### config.mk
export PLATFORM = sky130hd
export DESIGN_NAME = dds_frequency_word_serial_writer_flat
export DESIGN_NICKNAME = d
export VERILOG_FILES = /design/src/dfws_pkg.sv /design/src/dfws_in_if.sv /design/src/dfws_out_if.sv /design/src/dfws_front.sv /design/src/dfws_fifo.sv /design/src/dfws_back.sv /design/src/dds_frequency_word_serial_writer.sv /design/src/flat_wrapper.sv
export SDC_FILE = /design/constraint.sdc
export NUM_CORES = 1
export LEC_CHECK = 0
export ABC_AREA = 1
export BUFFER_PORTS_ARGS = -buffer_cell sky130_fd_sc_hd__buf_2
export CELL_PAD_IN_SITES_DETAIL_PLACEMENT = 1
export CELL_PAD_IN_SITES_GLOBAL_PLACEMENT = 2
export CORE_MARGIN = 2
export CORE_UTILIZATION = 30
export CTS_CLUSTER_DIAMETER = 80
export DETAILED_ROUTE_END_ITERATION = 8
export PLACE_DENSITY = 0.62
export SKIP_LAST_GASP = 1
export SLEW_MARGIN = 20
export SYNTH_ARGS = -nofsm -noshare
export SYNTH_HDL_FRONTEND = slang
export SYNTH_SLANG_ARGS = --single-unit
### constraint.sdc
create_clock -name i_clk -period 4.6 [get_ports i_clk]
set_input_delay 0.46 -clock i_clk [delete_from_list [all_inputs] [get_ports i_clk]]
set_output_delay 0.46 -clock i_clk [all_outputs]
set_load 0.02 [all_outputs]
### src/dfws_pkg.sv
// shared types and constants of the dds frequency word serial writer
`timescale 1ns / 1ps
`default_nettype none

package dfws_pkg;

    // field and register widths
    localparam int FREQ_BITS  = 27;
    localparam int MCLK_BITS  = 27;
    localparam int CTRL_BITS  = 16;
    localparam int TW_BITS    = 28;
    localparam int HALF_BITS  = 14;
    localparam int FRAME_BITS = 16;
    localparam int BIT_CNT_W  = $clog2(FRAME_BITS);
    localparam int DIV_CNT_W  = $clog2(TW_BITS);
    localparam int CFG_IDX_W  = 1;

    // configuration register indexes
    localparam logic [CFG_IDX_W-1:0] CFG_IDX_MCLK = 1'd0;
    localparam logic [CFG_IDX_W-1:0] CFG_IDX_CTRL = 1'd1;

    // reset values of the configuration registers
    localparam logic [MCLK_BITS-1:0] MCLK_RESET = 27'd75000000;
    localparam logic [CTRL_BITS-1:0] CTRL_RESET = 16'h2100;

    // data frame tags
    localparam logic [FRAME_BITS-1:0] TAG_REG0 = 16'h4000;
    localparam logic [FRAME_BITS-1:0] TAG_REG1 = 16'h8000;

    // word for exactly half the master clock
    localparam logic [TW_BITS-1:0] TW_HALF_CLK = 28'h8000000;

    // frame order within one update
    typedef enum logic [1:0] {
        FRAME_CTRL = 2'd0,
        FRAME_LO   = 2'd1,
        FRAME_HI   = 2'd2
    } t_frame;

    // tuning word with its register select, passed from front to back
    typedef struct packed {
        logic               sel;
        logic [TW_BITS-1:0] word;
    } t_tw_entry;

endpackage

`default_nettype wire

### src/dfws_in_if.sv
// request channel: frequency and register select
`timescale 1ns / 1ps
`default_nettype none

interface dfws_in_if
    import dfws_pkg::*;
();
    logic                 valid;
    logic                 ready;
    logic [FREQ_BITS-1:0] frequency_hz;
    logic                 select_reg;

    modport source (output valid, output frequency_hz, output select_reg, input ready);
    modport sink (input valid, input frequency_hz, input select_reg, output ready);
endinterface

`default_nettype wire

### src/dfws_out_if.sv
// serial bit channel: one item per shifted bit
`timescale 1ns / 1ps
`default_nettype none

interface dfws_out_if;
    logic       valid;
    logic       ready;
    logic       serial_bit;
    logic [1:0] frame_index;
    logic       frame_end;
    logic       last;

    modport source (output valid, output serial_bit, output frame_index, output frame_end,
                    output last, input ready);
    modport sink (input valid, input serial_bit, input frame_index, input frame_end,
                  input last, output ready);
endinterface

`default_nettype wire

### src/dfws_front.sv
// front end: accepts requests and computes the tuning word by restoring division
`timescale 1ns / 1ps
`default_nettype none

module dfws_front
    import dfws_pkg::*;
(
    input  wire logic                 i_clk,
    input  wire logic                 i_rst_n,
    dfws_in_if.sink                   s_item,
    input  wire logic [MCLK_BITS-1:0] i_mclk_hz,
    output      logic                 o_push,
    output      t_tw_entry            o_entry,
    input  wire logic                 i_full
);

    logic                 r_busy, n_busy;
    logic                 r_done, n_done;
    logic [TW_BITS-1:0]   r_rem, n_rem;
    logic [TW_BITS-1:0]   r_quo, n_quo;
    logic [TW_BITS-1:0]   r_den, n_den;
    logic [TW_BITS-1:0]   r_bits, n_bits;
    logic [DIV_CNT_W-1:0] r_cnt, n_cnt;
    logic                 r_sel, n_sel;

    logic                 accept;
    logic [MCLK_BITS-1:0] clk_eff;
    logic [TW_BITS-1:0]   freq_x2;
    logic [TW_BITS:0]     trial;
    logic                 take;

    // a zero master clock counts as one
    assign clk_eff = (i_mclk_hz == '0) ? MCLK_BITS'(1) : i_mclk_hz;
    assign freq_x2 = {s_item.frequency_hz, 1'b0};

    // handshake: a finished word must leave before the next request loads
    assign o_push         = r_done && !i_full;
    assign s_item.ready   = !r_busy && (!r_done || !i_full);
    assign accept         = s_item.valid && s_item.ready;
    assign o_entry.sel    = r_sel;
    assign o_entry.word   = r_quo;

    // one quotient bit per cycle
    assign trial = {r_rem, r_bits[TW_BITS-1]};
    assign take  = trial >= {1'b0, r_den};

    always_comb begin
        n_busy = r_busy;
        n_done = r_done;
        n_rem  = r_rem;
        n_quo  = r_quo;
        n_den  = r_den;
        n_bits = r_bits;
        n_cnt  = r_cnt;
        n_sel  = r_sel;
        if (accept) begin
            n_sel = s_item.select_reg;
            n_den = {clk_eff, 1'b0};
            n_rem = freq_x2;
            n_bits = {1'b0, clk_eff};
            n_cnt = DIV_CNT_W'(TW_BITS - 1);
            if (freq_x2 > {1'b0, clk_eff}) begin
                // above half the clock: clamp
                n_quo  = TW_HALF_CLK;
                n_done = 1'b1;
                n_busy = 1'b0;
            end else begin
                n_quo  = '0;
                n_done = 1'b0;
                n_busy = 1'b1;
            end
        end else if (r_busy) begin
            n_rem  = take ? TW_BITS'(trial - {1'b0, r_den}) : trial[TW_BITS-1:0];
            n_quo  = {r_quo[TW_BITS-2:0], take};
            n_bits = {r_bits[TW_BITS-2:0], 1'b0};
            n_cnt  = r_cnt - DIV_CNT_W'(1);
            if (r_cnt == '0) begin
                n_busy = 1'b0;
                n_done = 1'b1;
            end
        end else if (o_push) begin
            n_done = 1'b0;
        end
    end

    // control state
    always_ff @(posedge i_clk) begin
        if (!i_rst_n) begin
            r_busy <= 1'b0;
            r_done <= 1'b0;
        end else begin
            r_busy <= n_busy;
            r_done <= n_done;
        end
    end

    // divider datapath
    always_ff @(posedge i_clk) begin
        r_rem  <= n_rem;
        r_quo  <= n_quo;
        r_den  <= n_den;
        r_bits <= n_bits;
        r_cnt  <= n_cnt;
        r_sel  <= n_sel;
    end

endmodule

`default_nettype wire

### src/dfws_fifo.sv
// short queue of tuning words between front and back
`timescale 1ns / 1ps
`default_nettype none

module dfws_fifo
    import dfws_pkg::*;
#(
    parameter int DEPTH = 2
) (
    input  wire logic      i_clk,
    input  wire logic      i_rst_n,
    input  wire logic      i_push,
    input  wire t_tw_entry i_entry,
    output      logic      o_full,
    input  wire logic      i_pop,
    output      logic      o_empty,
    output      t_tw_entry o_entry
);

    localparam int PTR_W = (DEPTH > 1) ? $clog2(DEPTH) : 1;
    localparam int CNT_W = $clog2(DEPTH + 1);

    t_tw_entry        r_mem [DEPTH];
    logic [PTR_W-1:0] r_wr_ptr, r_rd_ptr;
    logic [CNT_W-1:0] r_count;
    logic             do_push, do_pop;

    assign o_full   = r_count == CNT_W'(DEPTH);
    assign o_empty  = r_count == '0;
    assign do_push  = i_push && !o_full;
    assign do_pop   = i_pop && !o_empty;
    assign o_entry  = r_mem[r_rd_ptr];

    // pointers and fill count
    always_ff @(posedge i_clk) begin
        if (!i_rst_n) begin
            r_wr_ptr <= '0;
            r_rd_ptr <= '0;
            r_count  <= '0;
        end else begin
            if (do_push) begin
                r_wr_ptr <= (r_wr_ptr == PTR_W'(DEPTH - 1)) ? '0 : r_wr_ptr + PTR_W'(1);
            end
            if (do_pop) begin
                r_rd_ptr <= (r_rd_ptr == PTR_W'(DEPTH - 1)) ? '0 : r_rd_ptr + PTR_W'(1);
            end
            if (do_push && !do_pop) begin
                r_count <= r_count + CNT_W'(1);
            end else if (do_pop && !do_push) begin
                r_count <= r_count - CNT_W'(1);
            end
        end
    end

    // storage
    always_ff @(posedge i_clk) begin
        if (do_push) begin
            r_mem[r_wr_ptr] <= i_entry;
        end
    end

endmodule

`default_nettype wire

### src/dfws_back.sv
// back end: builds the three frames and shifts them out one bit per item
`timescale 1ns / 1ps
`default_nettype none

module dfws_back
    import dfws_pkg::*;
(
    input  wire logic                 i_clk,
    input  wire logic                 i_rst_n,
    input  wire logic                 i_empty,
    input  wire t_tw_entry            i_entry,
    output      logic                 o_pop,
    input  wire logic [CTRL_BITS-1:0] i_control_word,
    dfws_out_if.source                m_res
);

    logic                  r_active;
    logic [FRAME_BITS-1:0] r_shift;
    logic [BIT_CNT_W-1:0]  r_bit;
    t_frame                r_frm;
    t_tw_entry             r_cur;

    logic                  out_acc;
    logic                  frame_end;
    logic                  last_bit;
    logic [FRAME_BITS-1:0] tag;
    logic [FRAME_BITS-1:0] next_frame;
    t_frame                next_frm;

    assign frame_end = r_bit == BIT_CNT_W'(FRAME_BITS - 1);
    assign last_bit  = frame_end && (r_frm == FRAME_HI);
    assign out_acc   = m_res.valid && m_res.ready;
    assign o_pop     = !i_empty && (!r_active || (out_acc && last_bit));

    // result fields are registers or decoded straight from them
    assign m_res.valid       = r_active;
    assign m_res.serial_bit  = r_shift[FRAME_BITS-1];
    assign m_res.frame_index = r_frm;
    assign m_res.frame_end   = frame_end;
    assign m_res.last        = last_bit;

    // next data frame
    assign tag = r_cur.sel ? TAG_REG1 : TAG_REG0;
    always_comb begin
        unique case (r_frm)
            FRAME_CTRL: begin
                next_frm   = FRAME_LO;
                next_frame = tag | {2'b00, r_cur.word[HALF_BITS-1:0]};
            end
            FRAME_LO: begin
                next_frm   = FRAME_HI;
                next_frame = tag | {2'b00, r_cur.word[TW_BITS-1:HALF_BITS]};
            end
            default: begin
                next_frm   = FRAME_CTRL;
                next_frame = i_control_word;
            end
        endcase
    end

    // activity flag
    always_ff @(posedge i_clk) begin
        if (!i_rst_n) begin
            r_active <= 1'b0;
        end else if (o_pop) begin
            r_active <= 1'b1;
        end else if (out_acc && last_bit) begin
            r_active <= 1'b0;
        end
    end

    // shifter, counters and current word
    always_ff @(posedge i_clk) begin
        if (!i_rst_n) begin
            r_bit <= '0;
            r_frm <= FRAME_CTRL;
        end else if (o_pop) begin
            r_cur   <= i_entry;
            r_shift <= i_control_word;
            r_bit   <= '0;
            r_frm   <= FRAME_CTRL;
        end else if (out_acc) begin
            if (frame_end) begin
                r_shift <= next_frame;
                r_bit   <= '0;
                r_frm   <= next_frm;
            end else begin
                r_shift <= {r_shift[FRAME_BITS-2:0], 1'b0};
                r_bit   <= r_bit + BIT_CNT_W'(1);
            end
        end
    end

endmodule

`default_nettype wire

### src/dds_frequency_word_serial_writer.sv
// top level of the dds frequency word serial writer
//
// usage: i_item carries a frequency in hertz and a register select; o_res
// carries one item per shifted bit: the control frame, then tag plus the
// low 14 tuning bits, then tag plus the high 14 tuning bits, msb first,
// 48 items per request, with frame_end on each sixteenth bit and last on
// the final one. configuration is a plain write port: index 0 master
// clock, index 1 control word, and must be written only while the block
// is idle; the block itself does not enforce this. sequence: the front
// divider computes the word and pushes it into the queue; the back end
// then pops it and loads the shifter, which presents the first bit. a
// clamped frequency skips the division. throughput: the shifter sends
// one bit per cycle while o_res is ready; the divider serves the next request.
// reset: configuration returns to 75 MHz and 0x2100, queue and shifter
// empty. a stalled receiver holds the current bit; the queue then fills
// and i_item.ready drops until the shifter frees a slot.
`timescale 1ns / 1ps
`default_nettype none

module dds_frequency_word_serial_writer
    import dfws_pkg::*;
#(
    parameter int QUEUE_DEPTH = 2
) (
    input  wire logic                 i_clk,
    input  wire logic                 i_rst_n,
    dfws_in_if.sink                   i_item,
    dfws_out_if.source                o_res,
    input  wire logic                 i_cfg_we,
    input  wire logic [CFG_IDX_W-1:0] i_cfg_idx,
    input  wire logic [MCLK_BITS-1:0] i_cfg_data
);

    logic [MCLK_BITS-1:0] r_mclk_hz;
    logic [CTRL_BITS-1:0] r_control_word;

    logic      push, pop, full, empty;
    t_tw_entry front_entry, queue_entry;

    // configuration registers
    always_ff @(posedge i_clk) begin
        if (!i_rst_n) begin
            r_mclk_hz      <= MCLK_RESET;
            r_control_word <= CTRL_RESET;
        end else if (i_cfg_we) begin
            unique case (i_cfg_idx)
                CFG_IDX_MCLK: r_mclk_hz      <= i_cfg_data;
                CFG_IDX_CTRL: r_control_word <= i_cfg_data[CTRL_BITS-1:0];
                default: ;
            endcase
        end
    end

    // tuning word computation
    dfws_front u_front (
        .i_clk     (i_clk),
        .i_rst_n   (i_rst_n),
        .s_item    (i_item),
        .i_mclk_hz (r_mclk_hz),
        .o_push    (push),
        .o_entry   (front_entry),
        .i_full    (full)
    );

    // decoupling queue
    dfws_fifo #(
        .DEPTH (QUEUE_DEPTH)
    ) u_fifo (
        .i_clk   (i_clk),
        .i_rst_n (i_rst_n),
        .i_push  (push),
        .i_entry (front_entry),
        .o_full  (full),
        .i_pop   (pop),
        .o_empty (empty),
        .o_entry (queue_entry)
    );

    // frame serializer
    dfws_back u_back (
        .i_clk          (i_clk),
        .i_rst_n        (i_rst_n),
        .i_empty        (empty),
        .i_entry        (queue_entry),
        .o_pop          (pop),
        .i_control_word (r_control_word),
        .m_res          (o_res)
    );

`ifndef NO_ASSERTIONS
    // an update never stops in the middle
    a_no_gap: assert property (@(posedge i_clk) disable iff (!i_rst_n)
        (o_res.valid && o_res.ready && !o_res.last) |=> o_res.valid)
        else $error("serial output went idle inside an update");

    // frames follow in order
    a_frame_step: assert property (@(posedge i_clk) disable iff (!i_rst_n)
        (o_res.valid && o_res.ready && o_res.frame_end && !o_res.last)
        |=> (o_res.frame_index == 2'($past(o_res.frame_index) + 2'd1)))
        else $error("frame index did not advance after a frame end");

    // last only on the end of the high half
    a_last_place: assert property (@(posedge i_clk) disable iff (!i_rst_n)
        (o_res.valid && o_res.last) |-> (o_res.frame_end && o_res.frame_index == FRAME_HI))
        else $error("last flagged outside the end of the final frame");

    // a queued word never waits while the shifter is free
    a_pop_when_free: assert property (@(posedge i_clk) disable iff (!i_rst_n)
        (!o_res.valid && !empty) |-> pop)
        else $error("idle shifter left a queued word waiting");
`endif

endmodule

`default_nettype wire
### src/flat_wrapper.sv
// flat-port wrapper written by rule: the top's interface ports become plain ports
module dds_frequency_word_serial_writer_flat import dfws_pkg::*;
#(
    parameter int QUEUE_DEPTH = 2
)
  (i_clk, i_rst_n, i_cfg_we, i_cfg_idx, i_cfg_data, i_item_valid, i_item_frequency_hz, i_item_select_reg, i_item_ready, o_res_valid, o_res_serial_bit, o_res_frame_index, o_res_frame_end, o_res_last, o_res_ready);
  dfws_in_if i_item_i ();
  dfws_out_if o_res_i ();
  input  wire logic i_clk;
  input  wire logic i_rst_n;
  input  wire logic i_cfg_we;
  input  wire logic [CFG_IDX_W-1:0] i_cfg_idx;
  input  wire logic [MCLK_BITS-1:0] i_cfg_data;
  input wire logic [$bits(i_item_i.valid)-1:0] i_item_valid;
  input wire logic [$bits(i_item_i.frequency_hz)-1:0] i_item_frequency_hz;
  input wire logic [$bits(i_item_i.select_reg)-1:0] i_item_select_reg;
  output wire logic [$bits(i_item_i.ready)-1:0] i_item_ready;
  output wire logic [$bits(o_res_i.valid)-1:0] o_res_valid;
  output wire logic [$bits(o_res_i.serial_bit)-1:0] o_res_serial_bit;
  output wire logic [$bits(o_res_i.frame_index)-1:0] o_res_frame_index;
  output wire logic [$bits(o_res_i.frame_end)-1:0] o_res_frame_end;
  output wire logic [$bits(o_res_i.last)-1:0] o_res_last;
  input wire logic [$bits(o_res_i.ready)-1:0] o_res_ready;
  assign i_item_i.valid = i_item_valid;
  assign i_item_i.frequency_hz = i_item_frequency_hz;
  assign i_item_i.select_reg = i_item_select_reg;
  assign i_item_ready = i_item_i.ready;
  assign o_res_valid = o_res_i.valid;
  assign o_res_serial_bit = o_res_i.serial_bit;
  assign o_res_frame_index = o_res_i.frame_index;
  assign o_res_frame_end = o_res_i.frame_end;
  assign o_res_last = o_res_i.last;
  assign o_res_i.ready = o_res_ready;
  dds_frequency_word_serial_writer #(.QUEUE_DEPTH(QUEUE_DEPTH)) u_core (.i_clk(i_clk), .i_rst_n(i_rst_n), .i_item(i_item_i), .o_res(o_res_i), .i_cfg_we(i_cfg_we), .i_cfg_idx(i_cfg_idx), .i_cfg_data(i_cfg_data));
endmodule
==> impl_metrics.env, run 1 <==
export IMPL_arrival_ns=3.33
export IMPL_ys_warn_count=0
export IMPL_nets=1689
export IMPL_syn_inst=1522
export IMPL_hold_buffers=0
export IMPL_critPathRequiredTime_ns=4.89
export IMPL_crit_slowest_cell="fa_1"
export IMPL_synth_edf_count=213
export IMPL_wl_per_cell_um=19.5
export IMPL_worst_pin_slew_ns=0.755
export IMPL_gp_congestion=0.831
export IMPL_antenna_found_initial=0
export IMPL_yosys_area_share_adder_pct=5.28
export IMPL_max_slew_margin_pct=49.3
export IMPL_crit_type="flip-flop to flip-flop"
export IMPL_die_area_um2=47200
export IMPL_internal_power_mw=5.40
export IMPL_worstPathMaxFanout=39
export IMPL_grt_overflow_total=0
export IMPL_drt_first_pass_iters=4
export IMPL_hold_slack_ns=0.135
export IMPL_vias=10280
export IMPL_grt_pass1_wl_um=65500
export IMPL_place_area_um2=14600
export IMPL_r2r_slack_ns=1.56
export IMPL_async_flop_share_pct=0
export IMPL_hp_class="primary input to flip-flop"
export IMPL_syn_nets=1640
export IMPL_hold_depth=3
export IMPL_die_w_um=217
export IMPL_min_period_ns=3.04
export IMPL_drive_above_1_share_pct=10.6
export IMPL_finalHoldViolCount=0
export IMPL_final_util_pct=34.9
export IMPL_synthMuxAreaShare_pct=0
export IMPL_grt_max_degree=60
export IMPL_seqPwrFrac_pct=42.1
export IMPL_r2r_end="u_core.u_front.r_rem[20]"
export IMPL_r2r_start="u_core.u_front.r_rem[0]"
export IMPL_fin_area_um2=15700
export IMPL_cts_buffer_depth=3
export IMPL_clk_pin_slew_ns=0.06
export IMPL_initial_utilization_pct=30.2
export IMPL_path_delay_family="simple AND/OR/NAND/NOR gates"
export IMPL_ant_nets=0
export IMPL_final_cell_mix="423 x nand2_1, 213 x edfxtp_1, 206 x inv_1"
export IMPL_min_delay_start="i_cfg_data[20]"
export IMPL_diodes=0
export IMPL_synthXorXnorAreaFrac_pct=1.03
export IMPL_ys_flop_type="edfxtp_1"
export IMPL_slew_violations=0
export IMPL_cts_buffers=36
export IMPL_viasPerCell=4.68
export IMPL_setup_tns_final_ns=0
export IMPL_finClkSkew_ns=0.0264
export IMPL_ios=68
export IMPL_ys_seq_elements=276
export IMPL_synth_seq_area_share_pct=56.1
export IMPL_drc=0
export IMPL_start_kind="flip-flop"
export IMPL_row_count=78
export IMPL_synth_cell_area_um2=13700
export IMPL_hold_end="u_core.r_mclk_hz[20]"
export IMPL_cts_sinks=276
export IMPL_syn_to_final_growth_pct=15.4
export IMPL_slowest_delay_ns=0.43
export IMPL_die_h_um=217
export IMPL_syn_avg_cell_area_um2=8.97
export IMPL_cap_violations=0
export IMPL_p_comb_share_pct=22.8
export IMPL_clkPwrFrac_pct=35.1
export IMPL_post_cts_buffers=0
export IMPL_p_sw_share_pct=32.6
export IMPL_wl_um=42800
export IMPL_clock_root_buffer="clkbuf_16"
export IMPL_synth_compound_area_share_pct=9.22
export IMPL_tritoncts="yes"
export IMPL_max_freq_mhz=329
export IMPL_grt_pass1_vias=10713
export IMPL_synth_top_family_by_area="simple AND/OR/NAND/NOR gates"
export IMPL_power_leakage_nw=6.85
export IMPL_setup_viol=0
export IMPL_hpwl_um=31500
export IMPL_drt_initial_drc_count=679
export IMPL_endpoint_kind="flip-flop"
export IMPL_cts_max_level=2
export IMPL_status="completed"
export IMPL_post_cts_resized=0
export IMPL_cp_common_cell="nand3_1"
export IMPL_rr_worst_depth=14
export IMPL_power_density_nw_per_um2=509
export IMPL_path_buf_inv=3
export IMPL_yosys_cell_types_count=42
export IMPL_switching_power_mw=2.61
export IMPL_port_buffers=67
export IMPL_path_cells="inv_1, ha_1, fa_1, inv_1, nand3_1, nand2_1, nand3_1, nand3_2, nand3_4, nand3_2, buf_4, nand3_1, nand3_1, nand2_1"
export IMPL_core_um2=45200
export IMPL_synthSimpleGateAreaFrac_pct=20.3
export IMPL_ir_drop_uv=255
export IMPL_final_common_cell="nand2_1"
export IMPL_rsz0062_at_grt="no"
export IMPL_insertion_delay_ns=0.56
export IMPL_track_usage_pct=18.3
export IMPL_fin_crit_sh_pct=66.1
## power by group through the flow
stage          clock network [mW]  logic [mW]  registers (mW)
5_1_grt                      2.98        2.09            3.41
3_3_place_gp                    0        1.83            3.42
3_5_place_dp                    0        1.86            3.43
6_report                     2.81        1.83            3.38
4_1_cts                      2.89        1.87            3.38
2_1_floorplan                   0        1.24            3.37
## per-stage QoR
step           worst slack [ns]  cells  power (mW)
5_1_grt                    1.22   2198        8.48
6_report                   1.56   2198        8.01
2_1_floorplan              1.23   1522        4.62
4_1_cts                    1.49   2198        8.14
3_3_place_gp               1.66   2133        5.24
3_5_place_dp               1.53   2133        5.28
## routing by layer
metal | track usage [%] | part of all wire [%]
met5 | 0 | 0
met4 | 4.43 | 2.0
met3 | 2.82 | 3.4
met2 | 29.0 | 45
met1 | 26.3 | 50
## cell usage after synthesis (12+ instances only)
library cell,instances,area share (%)
ha_1,56,5.1
edfxtp_1,213,47
o211ai_1,14,0.77
a21oi_1,68,2.5
nor2_1,105,2.9
dfxtp_1,63,9.2
clkbuf_1,58,1.6
nand3_1,66,2.4
nand2_1,425,12
o21ai_0,113,4.1
inv_1,208,5.7
nor3_1,12,0.44
nand4_1,32,1.5
## final cells by class
type	instances	area (um2)
fill	5212	29400
sequential	276	7660
multi-input combinational	960	4910
clock buffer	47	962
inverter	212	796
tap	600	751
timing repair buffer	85	470
clock inverter	18	204
## worst max-delay path by stage
stage	cells after the start	startpoint	slack, ns	to
after floorplan	9	u_core.u_front.r_busy	1.23	u_core.u_front.r_done
after global placement	14	u_core.u_front.r_rem[0]	1.66	u_core.u_front.r_rem[18]
after detailed placement	14	u_core.u_front.r_rem[0]	1.53	u_core.u_front.r_rem[14]
after CTS	14	u_core.u_front.r_rem[0]	1.49	u_core.u_front.r_rem[20]
after global routing	14	u_core.u_front.r_rem[0]	1.22	u_core.u_front.r_rem[20]
final	14	u_core.u_front.r_rem[0]	1.56	u_core.u_front.r_rem[20]
## registers in the layout, indices dropped and copies added (netlist names), 2 cells and up
| signal | flops |
|---|---|
| u_core.r_control_word | 16 |
| u_core.u_back.r_cur | 29 |
| u_core.u_back.r_shift | 16 |
| u_core.r_mclk_hz | 27 |
| u_core.u_back.r_bit | 4 |
| u_core.u_front.r_cnt | 5 |
| u_core.u_front.r_den | 27 |
| u_core.u_front.r_rem | 28 |
| u_core.u_fifo.r_mem | 58 |
| u_core.u_back.m_res.frame_index | 2 |
| u_core.u_front.r_bits | 28 |
| u_core.u_fifo.r_count | 2 |
| u_core.u_front.r_quo | 28 |
## worst min-delay path, delay by kind of cell
kind,cells,cell delay [ns]
and+or+nand+nor,1,0.04
AOI/OAI and AO/OA,1,0.06
buffers and inverters,1,0.07
## kinds of logic (layout without fill, tap and decap cells)
group / after synthesis / count (layout)
AO/OA/AOI/OAI: 229 / 229
adder cells (fa/ha/maj): 57 / 57
XOR/XNOR: 16 / 16
flip-flops: 276 / 276
buffers and inverters: 286 / 362
AND/OR/NAND/NOR: 658 / 658
Note: power is estimated with default switching activity, not from simulation.
==> run 2: changes to the inputs <==
clock period = 2.95 ns   (was 4.6 ns; I/O delays follow)
==> run 2 against run 1 <==
  * Final cell count is 1.1% higher
  * Die area did not move
  * Design area up 1.3%
  * Sequential share of layout area shrank 0.63 points
  * Critical path depth is the same
  * Clock-buffer cell count up 4
  * Critical endpoint unchanged
==> impl_metrics.env, run 2 (same netlist as run 1, synthesis figures left out) <==
export IMPL_hold_end="u_core.r_mclk_hz[23]"
export IMPL_drc=0
export IMPL_max_slew_margin_pct=54.1
export IMPL_tritoncts="yes"
export IMPL_wl_um=42700
export IMPL_clkPwrFrac_pct=33.7
export IMPL_drive_above_1_share_pct=11.2
export IMPL_min_delay_start="i_cfg_data[23]"
export IMPL_die_w_um=217
export IMPL_start_kind="flip-flop"
export IMPL_power_density_nw_per_um2=773
export IMPL_multi_input_area_um2=4910
export IMPL_worst_pin_slew_ns=0.688
export IMPL_p_sw_share_pct=32.6
export IMPL_status="completed"
export IMPL_final_cell_mix="423 x nand2_1, 213 x edfxtp_1, 207 x inv_1"
export IMPL_finClkSkew_ns=0.0214
export IMPL_r2r_start="u_core.u_front.r_rem[0]"
export IMPL_seq_area_um2=7660
export IMPL_initial_utilization_pct=30.2
export IMPL_cts_buffers=36
export IMPL_grt_overflow_total=0
export IMPL_fill_cells=5222
export IMPL_drt_first_pass_iters=5
export IMPL_worstPathMaxFanout=11
export IMPL_p_comb_share_pct=23.5
export IMPL_antenna_found_initial=0
export IMPL_ant_nets=0
export IMPL_endpoint_kind="flip-flop"
export IMPL_largest_reg_flops=58
export IMPL_die_h_um=217
export IMPL_cts_max_level=2
export IMPL_min_period_ns=2.58
export IMPL_grt_pass1_vias=10853
export IMPL_crit_type="flip-flop to flip-flop"
export IMPL_finalHoldViolCount=0
export IMPL_clock_root_buffer="clkbuf_16"
export IMPL_grt_max_degree=60
export IMPL_nets=1712
export IMPL_track_usage_pct=18.7
export IMPL_cts_buffer_depth=3
export IMPL_clk_pin_slew_ns=0.06
export IMPL_insertion_delay_ns=0.55
export IMPL_max_freq_mhz=387
export IMPL_die_area_um2=47200
export IMPL_fin_crit_sh_pct=87.5
export IMPL_ios=68
export IMPL_core_um2=45200
export IMPL_viasPerCell=4.69
export IMPL_row_count=78
export IMPL_internal_power_mw=8.31
export IMPL_cap_violations=0
export IMPL_rr_worst_depth=14
export IMPL_ir_drop_uv=380
export IMPL_gp_congestion=0.803
export IMPL_slew_violations=0
export IMPL_arrival_ns=2.88
export IMPL_rsz0062_at_grt="no"
export IMPL_hpwl_um=32100
export IMPL_seqPwrFrac_pct=42.8
export IMPL_critPathRequiredTime_ns=3.24
export IMPL_hp_class="primary input to flip-flop"
export IMPL_r2r_slack_ns=0.37
export IMPL_drt_initial_drc_count=506
export IMPL_setup_tns_final_ns=0
export IMPL_wl_per_cell_um=19.2
export IMPL_regMostFlops="u_core.u_fifo.r_mem"
export IMPL_final_common_cell="nand2_1"
export IMPL_grt_pass1_wl_um=66800
export IMPL_switching_power_mw=4.03
export IMPL_power_leakage_nw=6.95
export IMPL_cts_sinks=276
export IMPL_final_util_pct=35.3
export IMPL_port_buffers=67
export IMPL_r2r_end="u_core.u_front.r_rem[20]"
export IMPL_hold_depth=3
export IMPL_syn_to_final_growth_pct=16.9
export IMPL_reg_largest_list="u_core.u_fifo.r_mem: 58 flops, u_core.u_back.r_cur: 29 flops"
export IMPL_vias=10421
export IMPL_setup_viol=0
run 2: final cells by class:
cell class / count / share of cell area [%]
diodes: 1 / 0.0157
clock buffers: 51 / 6.32
clock inverters: 14 / 0.674
inverters: 212 / 4.99
multi-input cells: 960 / 30.8
flip-flops and latches: 276 / 48.0
well taps: 600 / 4.70
repair buffers: 108 / 4.55
run 2: routing by layer:
metal / wire length, um / up-vias / track usage [%]
met5: 0 / - / 0
met4: 882 / 0 / 4.66
met2: 18700 / 155 / 28.8
li1: - / 5160 / -
met3: 1490 / 60 / 2.87
met1: 21700 / 5046 / 27.3
run 2: worst max path at each step:
stage / from / to / slack (ns) / depth (start not counted)
after floorplan: u_core.u_back.r_bit[0] / u_core.u_back.r_cur[0] / 0.09 / 7
after global placement: u_core.u_front.r_rem[18] / u_core.u_front.r_rem[26] / 0.48 / 10
after detailed placement: u_core.u_front.r_rem[0] / u_core.u_front.r_rem[18] / 0.39 / 14
after CTS: u_core.u_front.r_rem[0] / u_core.u_front.r_rem[18] / 0.38 / 14
after global routing: u_core.u_front.r_rem[0] / u_core.u_front.r_rem[2] / 0.14 / 14
final: u_core.u_front.r_rem[0] / u_core.u_front.r_rem[20] / 0.37 / 14
run 2: what timing repair did:
item / CTS / global route
buffers inserted: 0 / 0
hold endpoints to repair: 8 / 0
gates resized for setup: 0 / 0
hold buffers: 8 / 0
run 2: critical path: stages (launching register included):
cell,delay [ns]
dfxtp_1,0.34
inv_1,0.06
ha_1,0.24
fa_1,0.42
inv_1,0.12
nand3_1,0.08
nand2_1,0.18
nand3_1,0.12
nand3_2,0.14
nand3_4,0.08
nand3_2,0.11
buf_4,0.21
nand3_1,0.10
nand3_1,0.08
nand2_1,0.06
run 2: power by group through the flow:
stage | logic (mW) | registers (mW) | clock network (mW)
floorplan | 1.94 | 5.25 | 0
global placement | 2.91 | 5.34 | 0
detailed placement | 2.94 | 5.35 | 0
CTS | 2.97 | 5.28 | 4.31
global route | 3.36 | 5.33 | 4.42
finish | 2.90 | 5.28 | 4.16
run 2: metrics by stage:
stage / cell area, um2 / hold slack [ns] / power (mW) / cells / setup WS [ns]
2_1_floorplan: 13700 / 0.394 / 7.20 / 1522 / 0.0887
3_3_place_gp: 14800 / 0.414 / 8.25 / 2148 / 0.480
3_5_place_dp: 14800 / 0.418 / 8.29 / 2148 / 0.389
4_1_cts: 16000 / 0.0108 / 12.6 / 2221 / 0.377
5_1_grt: 16000 / 0.0329 / 13.1 / 2221 / 0.138
6_report: 16000 / 0.0375 / 12.3 / 2222 / 0.369
==> run 3: changes to the inputs <==
BUFFER_PORTS_ARGS = not set   (was -buffer_cell sky130_fd_sc_hd__buf_2)
DONT_BUFFER_PORTS = 1   (was not set)
PLACE_DENSITY = 0.6   (was 0.62)
==> run 3 against run 2 <==
  * Critical path type unchanged
  * Die area unchanged
  * Flip-flop and latch count did not move
  * Non-clock buffer count fell by 26
  * Sequential share of layout area decreased by 0.45 points
  * Highest routed layer unchanged
==> impl_metrics.env, run 3 (same netlist as run 1, synthesis figures left out) <==
export IMPL_setup_viol=0
export IMPL_post_cts_resized=0
export IMPL_crit_slowest_cell="fa_1"
export IMPL_endpoint_kind="flip-flop"
export IMPL_cts_max_level=2
export IMPL_viasPerCell=4.67
export IMPL_power_density_nw_per_um2=781
export IMPL_syn_to_final_growth_pct=18.0
export IMPL_largest_reg_flops=58
export IMPL_drt_first_pass_iters=5
export IMPL_seqPwrFrac_pct=41.9
export IMPL_hold_buffers=53
export IMPL_core_um2=45200
export IMPL_clk_pin_slew_ns=0.05
export IMPL_setup_tns_final_ns=0
export IMPL_final_cell_mix="423 x nand2_1, 213 x edfxtp_1, 207 x inv_1"
export IMPL_die_w_um=217
export IMPL_wl_met3_um=1730
export IMPL_fill_cells=5179
export IMPL_vias=10278
export IMPL_track_usage_pct=18.7
export IMPL_grt_pass1_wl_um=66400
export IMPL_worst_pin_slew_ns=0.694
export IMPL_cts_sinks=276
export IMPL_ios=68
export IMPL_p_sw_share_pct=32.8
export IMPL_critPathRequiredTime_ns=3.24
export IMPL_wl_um=43600
export IMPL_power_mw=12.6
export IMPL_nets=1687
export IMPL_regMostFlops="u_core.u_fifo.r_mem"
export IMPL_fin_crit_sh_pct=90.7
export IMPL_top_layer_used="met4"
export IMPL_p_comb_share_pct=23.2
export IMPL_insertion_delay_ns=0.56
export IMPL_met1_length_um=22300
export IMPL_worstPathMaxFanout=25
export IMPL_cap_violations=0
export IMPL_rsz0062_at_grt="no"
export IMPL_min_period_ns=2.68
export IMPL_clock_root_buffer="clkbuf_16"
export IMPL_gp_congestion=0.788
export IMPL_hpwl_um=31600
export IMPL_crit_type="flip-flop to flip-flop"
export IMPL_drt_initial_drc_count=652
export IMPL_grt_max_degree=87
export IMPL_power_leakage_nw=6.89
export IMPL_die_h_um=217
export IMPL_switching_power_mw=4.13
export IMPL_wl_per_cell_um=19.8
export IMPL_initial_utilization_pct=30.2
export IMPL_finalHoldViolCount=0
export IMPL_max_slew_margin_pct=53.8
export IMPL_die_area_um2=47200
export IMPL_grt_overflow_total=0
export IMPL_hp_class="primary input to flip-flop"
export IMPL_ir_drop_uv=408
export IMPL_max_freq_mhz=374
export IMPL_final_common_cell="nand2_1"
export IMPL_cts_buffers=37
export IMPL_antenna_found_initial=0
export IMPL_slew_violations=0
export IMPL_status="completed"
export IMPL_drive_above_1_share_pct=7.20
export IMPL_wl_met2_um=18900
export IMPL_tritoncts="yes"
export IMPL_port_buffers=0
export IMPL_cts_buffer_depth=3
export IMPL_path_cells="inv_1, ha_1, fa_1, inv_1, nand3_1, nand2_1, nand3_1, nand3_2, nand3_4, nand3_2, buf_12, nand3_1, nand2_1, nand2_1"
export IMPL_ant_nets=0
export IMPL_finClkSkew_ns=0.0267
export IMPL_internal_power_mw=8.46
export IMPL_arrival_ns=2.97
export IMPL_reg_largest_list="u_core.u_fifo.r_mem: 58 flops, u_core.u_back.r_cur: 29 flops"
export IMPL_row_count=78
export IMPL_post_cts_buffers=0
export IMPL_start_kind="flip-flop"
export IMPL_grt_pass1_vias=10569
export IMPL_drc=0
export IMPL_clkPwrFrac_pct=34.9
export IMPL_slowest_delay_ns=0.41
==> run 3: cell types whose count changed in the layout (fill, tap and decap cells not counted), sizes merged <==
cell         previous run  this run
clkbuf                 51        52
clkinv                 10        12
dlygate4sd3             8        52
bufinv                  0         2
buf                   100        30
inv                   215       213
==> run 3: final cells by class <==
type	count	area (um2)	area share [%]
multi-input combinational	960	4910	30.5
clock inverter	16	194	1.20
antenna	1	2.50	0.0155
sequential	276	7660	47.5
clock buffer	52	992	6.16
inverter	212	796	4.94
tap	600	751	4.66
timing repair buffer	82	808	5.02
==> run 3: power groups by stage <==
stage / sequential [mW] / clock (mW) / combinational (mW)
2_1_floorplan: 5.25 / 0 / 1.94
3_3_place_gp: 5.35 / 0 / 2.85
3_5_place_dp: 5.35 / 0 / 2.88
4_1_cts: 5.28 / 4.52 / 2.98
5_1_grt: 5.33 / 4.65 / 3.34
6_report: 5.27 / 4.39 / 2.92
==> run 3: per-stage QoR <==
step | cell area, um2 | instances | setup slack [ns] | utilization (%) | hold WS [ns]
6_report | 16100 | 2199 | 0.273 | 35.7 | 0.0220
5_1_grt | 16100 | 2198 | 0.114 | 35.6 | 0.0287
4_1_cts | 16100 | 2198 | 0.273 | 35.6 | 0.0205
3_5_place_dp | 14400 | 2077 | 0.272 | 31.8 | 0.394
3_3_place_gp | 14400 | 2077 | 0.384 | 31.8 | 0.388
2_1_floorplan | 13700 | 1522 | 0.0887 | - | 0.394
==> run 3: worst max-delay path, delay by kind of cell (launching register included) <==
family / cells / cell delay [ns]
flip-flops: 1 / 0.33
buffers and inverters: 3 / 0.39
AND/OR/NAND/NOR: 9 / 1.01
adder cells (fa/ha/maj): 2 / 0.66
==> run 3: layer usage <==
metal | GRT usage [%] | up-vias
met3 | 3.45 | 48
met2 | 28.5 | 165
li1 | - | 5117
met4 | 3.88 | 0
met5 | 0 | -
met1 | 27.6 | 4948
==> run 3: worst paths after layout <==
kind / startpoint / to / slack, ns / cells after the start
worst max-delay path: u_core.u_front.r_rem[0] / u_core.u_front.r_rem[26] / 0.27 / 14
worst min-delay path: i_cfg_data[4] / u_core.r_mclk_hz[4] / 0.02 / 2
worst max register to register: u_core.u_front.r_rem[0] / u_core.u_front.r_rem[26] / 0.27 / 14
worst min register to register: u_core.r_mclk_hz[7] / u_core.u_front.r_den[8] / 0.43 / 0
